File: src/sv/fsce_pkg.sv
// Types, constants and character tables of the format character emitter.
`timescale 1ns / 1ps
package fsce_pkg;

    localparam logic [1:0] FUNC_FMT = 2'd0;
    localparam logic [1:0] FUNC_INT = 2'd1;
    localparam logic [1:0] FUNC_STR = 2'd2;
    localparam logic [1:0] FUNC_END = 2'd3;

    localparam logic [7:0] CH_PCT   = 8'h25;
    localparam logic [7:0] CH_MINUS = 8'h2d;
    localparam logic [7:0] CH_D     = 8'h64;
    localparam logic [7:0] CH_X     = 8'h78;
    localparam logic [7:0] CH_S     = 8'h73;

    localparam int COUNT_W = 31;
    localparam logic [COUNT_W-1:0] COUNT_MAX = {COUNT_W{1'b1}};

    localparam int ARG_W    = 32;
    localparam int DIGITS   = 10;
    localparam int BCD_W    = 4 * DIGITS;
    localparam int BITCNT_W = $clog2(ARG_W);
    localparam logic [BITCNT_W-1:0] CONV_LAST = BITCNT_W'(ARG_W - 1);
    localparam int NULL_LEN = 6;
    localparam logic [2:0] NULL_LAST = 3'(NULL_LEN - 1);

    typedef enum logic [1:0] {
        AW_NONE = 2'd0,
        AW_DEC  = 2'd1,
        AW_HEX  = 2'd2,
        AW_STR  = 2'd3
    } awaited_t;

    typedef enum logic [2:0] {
        SEL_PCT,
        SEL_BYTE,
        SEL_MINUS,
        SEL_DIGIT,
        SEL_NULL,
        SEL_DONE,
        SEL_ERR
    } emit_sel_t;

    typedef struct packed {
        logic      capture;
        logic      load_dec;
        logic      load_hex;
        logic      dabble;
        logic      load_idx;
        logic      load_ptr;
        logic      emit;
        emit_sel_t sel;
        logic      last;
    } dp_cmd_t;

    typedef struct packed {
        logic [1:0] func;
        logic       is_pct;
        logic       is_d;
        logic       is_x;
        logic       is_s;
        logic       str_end;
        logic       str_null;
        logic       neg;
        logic       conv_last;
        logic       digit_last;
        logic       null_last;
        logic       slot_free;
    } dp_sts_t;

    function automatic logic [7:0] hex_char(input logic [3:0] nib);
        logic [7:0] c;
        case (nib)
            4'h0: c = 8'h30;
            4'h1: c = 8'h31;
            4'h2: c = 8'h32;
            4'h3: c = 8'h33;
            4'h4: c = 8'h34;
            4'h5: c = 8'h35;
            4'h6: c = 8'h36;
            4'h7: c = 8'h37;
            4'h8: c = 8'h38;
            4'h9: c = 8'h39;
            4'ha: c = 8'h61;
            4'hb: c = 8'h62;
            4'hc: c = 8'h63;
            4'hd: c = 8'h64;
            4'he: c = 8'h65;
            default: c = 8'h66;
        endcase
        return c;
    endfunction

    // "(null)"
    function automatic logic [7:0] null_char(input logic [2:0] pos);
        logic [7:0] c;
        case (pos)
            3'd0: c = 8'h28;
            3'd1: c = 8'h6e;
            3'd2: c = 8'h75;
            3'd3: c = 8'h6c;
            3'd4: c = 8'h6c;
            default: c = 8'h29;
        endcase
        return c;
    endfunction

endpackage

File: src/sv/fsce_dp.sv
// Datapath: item capture, binary to BCD conversion, character select, count, result register.
`timescale 1ns / 1ps
module fsce_dp (
    input  logic                        clk,
    input  logic                        rst_n,
    input  fsce_pkg::dp_cmd_t           cmd,
    output fsce_pkg::dp_sts_t           sts,
    input  logic [1:0]                  func,
    input  logic [7:0]                  data_byte,
    input  logic [31:0]                 arg_value,
    input  logic                        str_end,
    input  logic                        str_null,
    output logic                        out_valid,
    input  logic                        out_ready,
    output logic [7:0]                  out_char,
    output logic                        char_valid,
    output logic [fsce_pkg::COUNT_W-1:0] char_count,
    output logic                        is_last,
    output logic                        format_done,
    output logic                        error
);
    import fsce_pkg::*;

    logic [1:0]          func_reg;
    logic [7:0]          byte_reg;
    logic [ARG_W-1:0]    arg_reg;
    logic                end_reg;
    logic                null_reg;
    logic                neg_reg;
    logic [BCD_W-1:0]    bcd_reg;
    logic [BITCNT_W-1:0] bit_cnt_reg;
    logic [3:0]          idx_reg;
    logic [2:0]          ptr_reg;
    logic [COUNT_W-1:0]  count_reg;
    logic                out_valid_reg;
    logic [7:0]          out_char_reg;
    logic                char_valid_reg;
    logic [COUNT_W-1:0]  char_count_reg;
    logic                is_last_reg;
    logic                done_reg;
    logic                error_reg;

    logic [ARG_W-1:0]   mag;
    logic [BCD_W-1:0]   bcd_adj;
    logic [3:0]         lead_idx;
    logic [3:0]         cur_digit;
    logic [7:0]         char_next;
    logic               is_char;
    logic [COUNT_W-1:0] count_inc;

    always_comb
    begin
        mag = arg_reg[ARG_W-1] ? (ARG_W'(0) - arg_reg) : arg_reg;
    end

    // add 3 to every BCD digit of five or more before the shift
    always_comb
    begin
        for (int i = 0; i < DIGITS; i++)
        begin
            if (bcd_reg[i*4 +: 4] >= 4'd5)
                bcd_adj[i*4 +: 4] = bcd_reg[i*4 +: 4] + 4'd3;
            else
                bcd_adj[i*4 +: 4] = bcd_reg[i*4 +: 4];
        end
    end

    // highest nonzero digit, zero if all digits are zero
    always_comb
    begin
        lead_idx = '0;
        for (int i = 0; i < DIGITS; i++)
        begin
            if (bcd_reg[i*4 +: 4] != 4'd0)
                lead_idx = 4'(i);
        end
    end

    assign cur_digit = bcd_reg[idx_reg*4 +: 4];
    assign count_inc = (count_reg == COUNT_MAX) ? count_reg : count_reg + 1'b1;

    always_comb
    begin
        char_next = 8'h00;
        is_char   = 1'b1;
        case (cmd.sel)
            SEL_PCT:   char_next = CH_PCT;
            SEL_BYTE:  char_next = byte_reg;
            SEL_MINUS: char_next = CH_MINUS;
            SEL_DIGIT: char_next = hex_char(cur_digit);
            SEL_NULL:  char_next = null_char(ptr_reg);
            default:   is_char   = 1'b0;
        endcase
    end

    always_ff @(posedge clk)
    begin
        if (cmd.capture)
        begin
            func_reg <= func;
            byte_reg <= data_byte;
            arg_reg  <= arg_value;
            end_reg  <= str_end;
            null_reg <= str_null;
        end
        else if (cmd.load_dec)
        begin
            arg_reg <= mag;
        end
        else if (cmd.dabble)
        begin
            arg_reg <= {arg_reg[ARG_W-2:0], 1'b0};
        end

        if (cmd.load_dec)
        begin
            neg_reg     <= arg_reg[ARG_W-1];
            bcd_reg     <= '0;
            bit_cnt_reg <= '0;
        end
        else if (cmd.load_hex)
        begin
            neg_reg <= 1'b0;
            bcd_reg <= {{(BCD_W-ARG_W){1'b0}}, arg_reg};
        end
        else if (cmd.dabble)
        begin
            bcd_reg     <= {bcd_adj[BCD_W-2:0], arg_reg[ARG_W-1]};
            bit_cnt_reg <= bit_cnt_reg + 1'b1;
        end

        if (cmd.load_idx)
            idx_reg <= lead_idx;
        else if (cmd.emit && cmd.sel == SEL_DIGIT)
            idx_reg <= idx_reg - 1'b1;

        if (cmd.load_ptr)
            ptr_reg <= '0;
        else if (cmd.emit && cmd.sel == SEL_NULL)
            ptr_reg <= ptr_reg + 1'b1;

        if (cmd.emit)
        begin
            out_char_reg   <= char_next;
            char_valid_reg <= is_char;
            char_count_reg <= is_char ? count_inc : count_reg;
            is_last_reg    <= cmd.last;
            done_reg       <= (cmd.sel == SEL_DONE);
            error_reg      <= (cmd.sel == SEL_ERR);
        end
    end

    always_ff @(posedge clk or negedge rst_n)
    begin
        if (!rst_n)
        begin
            out_valid_reg <= 1'b0;
            count_reg     <= '0;
        end
        else
        begin
            if (cmd.emit)
                out_valid_reg <= 1'b1;
            else if (out_ready)
                out_valid_reg <= 1'b0;

            if (cmd.emit && cmd.sel == SEL_DONE)
                count_reg <= '0;
            else if (cmd.emit && is_char)
                count_reg <= count_inc;
        end
    end

    always_comb
    begin
        sts.func       = func_reg;
        sts.is_pct     = (byte_reg == CH_PCT);
        sts.is_d       = (byte_reg == CH_D);
        sts.is_x       = (byte_reg == CH_X);
        sts.is_s       = (byte_reg == CH_S);
        sts.str_end    = end_reg;
        sts.str_null   = null_reg;
        sts.neg        = neg_reg;
        sts.conv_last  = (bit_cnt_reg == CONV_LAST);
        sts.digit_last = (idx_reg == 4'd0);
        sts.null_last  = (ptr_reg == NULL_LAST);
        sts.slot_free  = !out_valid_reg || out_ready;
    end

    assign out_valid   = out_valid_reg;
    assign out_char    = out_char_reg;
    assign char_valid  = char_valid_reg;
    assign char_count  = char_count_reg;
    assign is_last     = is_last_reg;
    assign format_done = done_reg;
    assign error       = error_reg;

endmodule

File: src/sv/fsce_ctrl.sv
// Controller: percent and argument tracking, sequencing of result words.
`timescale 1ns / 1ps
module fsce_ctrl (
    input  logic              clk,
    input  logic              rst_n,
    input  logic              in_valid,
    output logic              in_ready,
    input  fsce_pkg::dp_sts_t sts,
    output fsce_pkg::dp_cmd_t cmd
);
    import fsce_pkg::*;

    typedef enum logic [10:0] {
        ST_IDLE   = 11'b00000000001,
        ST_DECODE = 11'b00000000010,
        ST_PCT    = 11'b00000000100,
        ST_BYTE   = 11'b00000001000,
        ST_CONV   = 11'b00000010000,
        ST_LEAD   = 11'b00000100000,
        ST_SIGN   = 11'b00001000000,
        ST_DIGIT  = 11'b00010000000,
        ST_NULLS  = 11'b00100000000,
        ST_DONE   = 11'b01000000000,
        ST_ERR    = 11'b10000000000
    } state_t;

    state_t   state_reg, state_next;
    logic     pp_reg, pp_next;
    awaited_t aw_reg, aw_next;

    always_ff @(posedge clk or negedge rst_n)
    begin
        if (!rst_n)
        begin
            state_reg <= ST_IDLE;
            pp_reg    <= 1'b0;
            aw_reg    <= AW_NONE;
        end
        else
        begin
            state_reg <= state_next;
            pp_reg    <= pp_next;
            aw_reg    <= aw_next;
        end
    end

    always_comb
    begin
        cmd        = '0;
        cmd.sel    = SEL_ERR;
        state_next = state_reg;
        pp_next    = pp_reg;
        aw_next    = aw_reg;
        case (state_reg)
            ST_IDLE:
            begin
                if (in_valid)
                begin
                    cmd.capture = 1'b1;
                    state_next  = ST_DECODE;
                end
            end
            ST_DECODE:
            begin
                case (sts.func)
                    FUNC_FMT:
                    begin
                        if (aw_reg != AW_NONE)
                            state_next = ST_ERR;
                        else if (pp_reg)
                        begin
                            if (sts.is_d || sts.is_x || sts.is_s)
                            begin
                                pp_next    = 1'b0;
                                state_next = ST_IDLE;
                                if (sts.is_d)
                                    aw_next = AW_DEC;
                                else if (sts.is_x)
                                    aw_next = AW_HEX;
                                else
                                    aw_next = AW_STR;
                            end
                            else
                            begin
                                // a second percent stays held
                                pp_next    = sts.is_pct;
                                state_next = ST_PCT;
                            end
                        end
                        else if (sts.is_pct)
                        begin
                            pp_next    = 1'b1;
                            state_next = ST_IDLE;
                        end
                        else
                            state_next = ST_BYTE;
                    end
                    FUNC_INT:
                    begin
                        if (aw_reg == AW_DEC)
                        begin
                            cmd.load_dec = 1'b1;
                            aw_next      = AW_NONE;
                            state_next   = ST_CONV;
                        end
                        else if (aw_reg == AW_HEX)
                        begin
                            cmd.load_hex = 1'b1;
                            aw_next      = AW_NONE;
                            state_next   = ST_LEAD;
                        end
                        else
                            state_next = ST_ERR;
                    end
                    FUNC_STR:
                    begin
                        if (aw_reg != AW_STR)
                            state_next = ST_ERR;
                        else if (sts.str_null)
                        begin
                            cmd.load_ptr = 1'b1;
                            aw_next      = AW_NONE;
                            state_next   = ST_NULLS;
                        end
                        else if (sts.str_end)
                        begin
                            aw_next    = AW_NONE;
                            state_next = ST_IDLE;
                        end
                        else
                            state_next = ST_BYTE;
                    end
                    default:
                    begin
                        pp_next    = 1'b0;
                        aw_next    = AW_NONE;
                        state_next = pp_reg ? ST_PCT : ST_DONE;
                    end
                endcase
            end
            ST_PCT:
            begin
                if (sts.slot_free)
                begin
                    cmd.emit = 1'b1;
                    cmd.sel  = SEL_PCT;
                    cmd.last = (sts.func == FUNC_FMT) && sts.is_pct;
                    if (sts.func == FUNC_END)
                        state_next = ST_DONE;
                    else if (sts.is_pct)
                        state_next = ST_IDLE;
                    else
                        state_next = ST_BYTE;
                end
            end
            ST_BYTE:
            begin
                if (sts.slot_free)
                begin
                    cmd.emit   = 1'b1;
                    cmd.sel    = SEL_BYTE;
                    cmd.last   = 1'b1;
                    state_next = ST_IDLE;
                end
            end
            ST_CONV:
            begin
                cmd.dabble = 1'b1;
                if (sts.conv_last)
                    state_next = ST_LEAD;
            end
            ST_LEAD:
            begin
                cmd.load_idx = 1'b1;
                state_next   = sts.neg ? ST_SIGN : ST_DIGIT;
            end
            ST_SIGN:
            begin
                if (sts.slot_free)
                begin
                    cmd.emit   = 1'b1;
                    cmd.sel    = SEL_MINUS;
                    state_next = ST_DIGIT;
                end
            end
            ST_DIGIT:
            begin
                if (sts.slot_free)
                begin
                    cmd.emit = 1'b1;
                    cmd.sel  = SEL_DIGIT;
                    cmd.last = sts.digit_last;
                    if (sts.digit_last)
                        state_next = ST_IDLE;
                end
            end
            ST_NULLS:
            begin
                if (sts.slot_free)
                begin
                    cmd.emit = 1'b1;
                    cmd.sel  = SEL_NULL;
                    cmd.last = sts.null_last;
                    if (sts.null_last)
                        state_next = ST_IDLE;
                end
            end
            ST_DONE:
            begin
                if (sts.slot_free)
                begin
                    cmd.emit   = 1'b1;
                    cmd.sel    = SEL_DONE;
                    cmd.last   = 1'b1;
                    state_next = ST_IDLE;
                end
            end
            ST_ERR:
            begin
                if (sts.slot_free)
                begin
                    cmd.emit   = 1'b1;
                    cmd.sel    = SEL_ERR;
                    cmd.last   = 1'b1;
                    state_next = ST_IDLE;
                end
            end
            default:
            begin
                state_next = ST_IDLE;
            end
        endcase
    end

    assign in_ready = (state_reg == ST_IDLE);

endmodule

File: src/sv/format_string_char_emitter.sv
// Top level of the %s/%d/%x format character emitter.
// A word is decoded the cycle after acceptance; its first result word is registered once
// an emitting state finds the output free, then one result word per cycle unless stalled.
// A new word is taken only once the last one is finished; a hex argument adds a leading-digit
// step, a decimal argument also its 32-step bit-serial BCD conversion.
// Reset (rst_n, async low) clears the percent flag, awaited argument, count and result valid.
`timescale 1ns / 1ps
module format_string_char_emitter (
    input  logic                         clk,
    input  logic                         rst_n,
    input  logic                         in_valid,
    output logic                         in_ready,
    input  logic [1:0]                   func,
    input  logic [7:0]                   data_byte,
    input  logic signed [31:0]           arg_value,
    input  logic                         str_end,
    input  logic                         str_null,
    output logic                         out_valid,
    input  logic                         out_ready,
    output logic [7:0]                   out_char,
    output logic                         char_valid,
    output logic [fsce_pkg::COUNT_W-1:0] char_count,
    output logic                         is_last,
    output logic                         format_done,
    output logic                         error
);
    import fsce_pkg::*;

    dp_cmd_t cmd;
    dp_sts_t sts;

    fsce_ctrl u_ctrl (
        .clk      (clk),
        .rst_n    (rst_n),
        .in_valid (in_valid),
        .in_ready (in_ready),
        .sts      (sts),
        .cmd      (cmd)
    );

    fsce_dp u_dp (
        .clk         (clk),
        .rst_n       (rst_n),
        .cmd         (cmd),
        .sts         (sts),
        .func        (func),
        .data_byte   (data_byte),
        .arg_value   (arg_value),
        .str_end     (str_end),
        .str_null    (str_null),
        .out_valid   (out_valid),
        .out_ready   (out_ready),
        .out_char    (out_char),
        .char_valid  (char_valid),
        .char_count  (char_count),
        .is_last     (is_last),
        .format_done (format_done),
        .error       (error)
    );

endmodule

File: config.mk
export PLATFORM = sky130hd
export DESIGN_NAME = format_string_char_emitter
export DESIGN_NICKNAME = d
export VERILOG_FILES = /design/src/sv/fsce_pkg.sv /design/src/sv/fsce_dp.sv /design/src/sv/fsce_ctrl.sv /design/src/sv/format_string_char_emitter.sv
export SDC_FILE = /design/constraint.sdc
export NUM_CORES = 1
export LEC_CHECK = 0
export ABC_AREA = 1
export BUFFER_PORTS_ARGS = -buffer_cell sky130_fd_sc_hd__clkbuf_2
export CELL_PAD_IN_SITES_DETAIL_PLACEMENT = 0
export CELL_PAD_IN_SITES_GLOBAL_PLACEMENT = 1
export CORE_MARGIN = 2
export CORE_UTILIZATION = 35
export CTS_BUF_LIST = sky130_fd_sc_hd__clkbuf_16
export DETAILED_ROUTE_END_ITERATION = 10
export GPL_TIMING_DRIVEN = 1
export MAX_ROUTING_LAYER = met4
export PLACE_DENSITY = 0.64
export SLEW_MARGIN = 20
export SYNTH_ARGS = -nofsm -noshare
export SYNTH_HDL_FRONTEND = slang
export SYNTH_SLANG_ARGS = --single-unit
File: constraint.sdc
create_clock -name clk -period 4.89 [get_ports clk]
set_input_delay 0.7335 -clock clk [delete_from_list [all_inputs] [get_ports clk]]
set_output_delay 0.7335 -clock clk [all_outputs]
set_load 0.1 [all_outputs]
==> results.md <==
- Run status: complete, no violations
- Worst-path maximum fanout: 30
- Final wirelength: 33700 um
- Max-Cap Viols: 0
- Post-layout net count: 1734
- Clock power frac: 0.215
- Final Hold Violating Endpoints: 0
- Seq cells post-synth: 186
- Required @ worst endpoint: 5.08 ns
- Xor/xnor cell area share of the yosys netlist: 0.02086
- WL/cell: 15.99 um
- Die ar.: 35080 um^2
- Synth Cell Area: 11760 um^2
- Synth unique cells: 49
- Global-route usage over all layers: 0.2061
- Syn Inst Count: 1574
- Top_reg_cell synth: edfxtp_1
- Setup WS post-layout: 1.736 ns
- Psw: 2.860 mW
- Slowest cell on crit path: edfxtp_1
- P_leak: 5.887 nW
- Nature of the critical path startpoint: flop
- Most frequent cells in the layout: nand2_1, inv_1, nand3_1
- Post-route ant nets: 0
- Die Width: 187.3 um
- Total congestion overflow: 0
- Compound-Gate Fraction of Synth Area: 0.1404
- # H-tree levels: 4
- Setup_tns: 0 ns
- Seq/Total Area, Yosys: 0.4147
- Number of global-route vias before repair: 10570
- Slew headroom: 0.3859
- Drt pass-1 iters: 5
- FFs w/ async S/R, synth: 0.2473
- Layout cells sized above 1: 0.1042
- Clock buffer depth: 2
- Comb pwr share: 0.389
- HP Class: input pin to asynchronous set/reset pin
- Max FFs per register: 40
- Critical path type: flop to flop
- Synth area leader: edfxtp_1
- Worst path arrival time: 3.35 ns
- Reg power frac: 0.395
- CP max stage delay: 0.96 ns
- CTS Hold Bufs: 0
- Synth Area per Inst: 7.470 um^2
- CTS tree: built
- Core box area: 33280 um^2
- TritonCTS Sinks: 186
- GPL Wtd Cong: 0.8352
- Switch share: 0.4278
- Inserted Clock Buffers: 17
- Commonest non-fill, non-tap cell in the layout: nand2_1
- Main combinational cell family by area after synthesis: simple AND/OR/NAND/NOR gates
- Area Overhead vs Synth: 12.11%
- Placed cells: 2076
- Final number of max-transition violations: 0
- Simple-Gate Fraction of Synth Area: 0.2830
- Maximum vdd drop: 0.2693 mV
- Element type at the critical path end: flop
- DRC viols: 0
- Via/cell ratio: 5.057
- Crit-path cells: inv_1 > a21oi_1 > o21ai_0 > nand3_1 > nand3_1 > nand2_1 > inv_1 > ha_1 > a21oi_1 > nand2_1 > nand3_1 > nand3_1
- Initial Util: 0.3533
- Yosys warning total: 0
- FMAX: 0.3170 GHz
- Root Driver: clkbuf_16
- Share of the synthesized area in the top cell type: 0.2350
- Synthesized Nets: 1661
- FF-to-FF setup slack: 1.74 ns
- Synth Area in Adders: 0.04150
- # setup viols final: 0
- Period Utilization, post-route: 0.6450
- Cell mode on critical path: nand3_1
- Largest net degree at the start of global routing: 64
- Min cycle time layout: 3.154 ns
- Number of diodes: 0
- Clk slew on worst S/H paths: 0.07 ns
- Antenna violations before repair: 0
- 1st-iter DRT viols: 625
- RSZ-0062 raised after global routing: no
- Post-synth EDFFs: 92
- R2r worst-path depth: 12
- Clk Latency, worst-skew pair: 0.45 ns
- Slew @ Worst Pin: 0.9212 ns
- Power per cell area: 507.3 nW/um^2
- Setup bufs post-CTS: 0
- Die H: 187.3 um
- Synth area leaders: edfxtp_1, nand2_1, dfrtp_1, dfxtp_1, inv_1
- Resize count post-CTS: 0
- Multiplexer share of the synthesized area: 0.003405
- Post-DP HPWL: 24790 um
- First-pass GRT wire length: 56290 um
- Place WS: 1.567 ns
- # IOs: 93
- Final Non-Filler Cells: 2108
- Skew final: 0.01098 ns
- Port buffer count: 92
- Num rows: 67
- P_int: 3.826 mW
- Via count: 10660
-- cell families after synthesis --
group | count (synthesis)
buffers and inverters | 280
XOR/XNOR | 28
AND/OR/NAND/NOR | 751
adder cells (fa/ha/maj) | 39
AO/OA/AOI/OAI | 286
flip-flops | 186
multiplexers | 4
-- metal layers --
layer,vias to the layer above,GRT usage,wire length (um)
li1,5445,-,-
met1,4981,0.2727,16330
met2,202,0.3326,15770
met3,32,0.03096,1144
met4,0,0.04915,463
met5,-,-,0
-- power groups by stage --
stage,registers (mW),logic [mW],clock network (mW)
floorplan,2.73,1.86,0
global placement,2.67,2.59,0
detailed placement,2.67,2.60,0
CTS,2.64,2.62,1.48
global route,2.72,2.99,1.54
finish,2.64,2.60,1.44
-- stage by stage --
step | instance area, um^2 | util | power [mW] | hold slack, ns
3_3_place_gp | 12590 | 0.3782 | 5.259 | 0.4726
3_5_place_dp | 12590 | 0.3782 | 5.269 | 0.4804
6_report | 13180 | 0.3961 | 6.686 | 0.4027
4_1_cts | 13180 | 0.3961 | 6.740 | 0.4158
2_1_floorplan | 11760 | - | 4.586 | 0.4379
5_1_grt | 13180 | 0.3961 | 7.249 | 0.4321
-- area by class of cell --
type                    instances  area (um^2)
multi-input cells            1108         5751
clock buffers                  18        450.4
repair buffers                100        520.5
flip-flops and latches        186         4876
inverters                     234        878.3
fillers                      3567        20100
clock inverters                14        145.1
well taps                     448        560.5
-- cell usage after synthesis, drive strengths merged (2+ instances only) --
| cell | count |
|---|---|
| dfxtp | 48 |
| nor4 | 6 |
| nor3 | 42 |
| inv | 232 |
| xnor2 | 3 |
| buf | 27 |
| a22oi | 3 |
| edfxtp | 92 |
| or2 | 4 |
| o21ai | 153 |
| o221ai | 32 |
| ha | 39 |
| dfrtp | 45 |
| a31oi | 3 |
| nand2 | 366 |
| o22ai | 5 |
| mux2i | 4 |
| nand3b | 4 |
| nand3 | 160 |
| a211oi | 7 |
| clkbuf | 19 |
| a21oi | 58 |
| nor2 | 140 |
| nand4 | 27 |
| xor2 | 25 |
| clkinv | 2 |
| o211ai | 20 |
-- final timing paths --
check / startpoint / to
min in group clk: data_byte[2] / u_dp.byte_reg[2]$_DFFE_PP_
worst min-delay path: rst_n / u_dp.count_reg[1]$_DFFE_PN0P_
worst max register to register: u_dp.idx_reg[0]$_DFFE_PP_ / u_dp.out_char[0]$_SDFFCE_PN0P_
worst min register to register: u_dp.bit_cnt_reg[0]$_SDFFE_PP0P_ / u_dp.bit_cnt_reg[0]$_SDFFE_PP0P_
worst max-delay path: u_dp.idx_reg[0]$_DFFE_PP_ / u_dp.out_char[0]$_SDFFCE_PN0P_
max in group asynchronous: rst_n / u_ctrl.aw_reg[0]$_DFFE_PN0P_
-- worst max-delay path: cells and delay by family (launching register included) --
family / cells / cell delay, ns
flops: 1 / 0.96
compound gates: 3 / 0.50
fa+ha+maj: 1 / 0.29
buf+inv: 2 / 0.56
simple gates: 6 / 0.58
(Power assumes the default switching activity.)
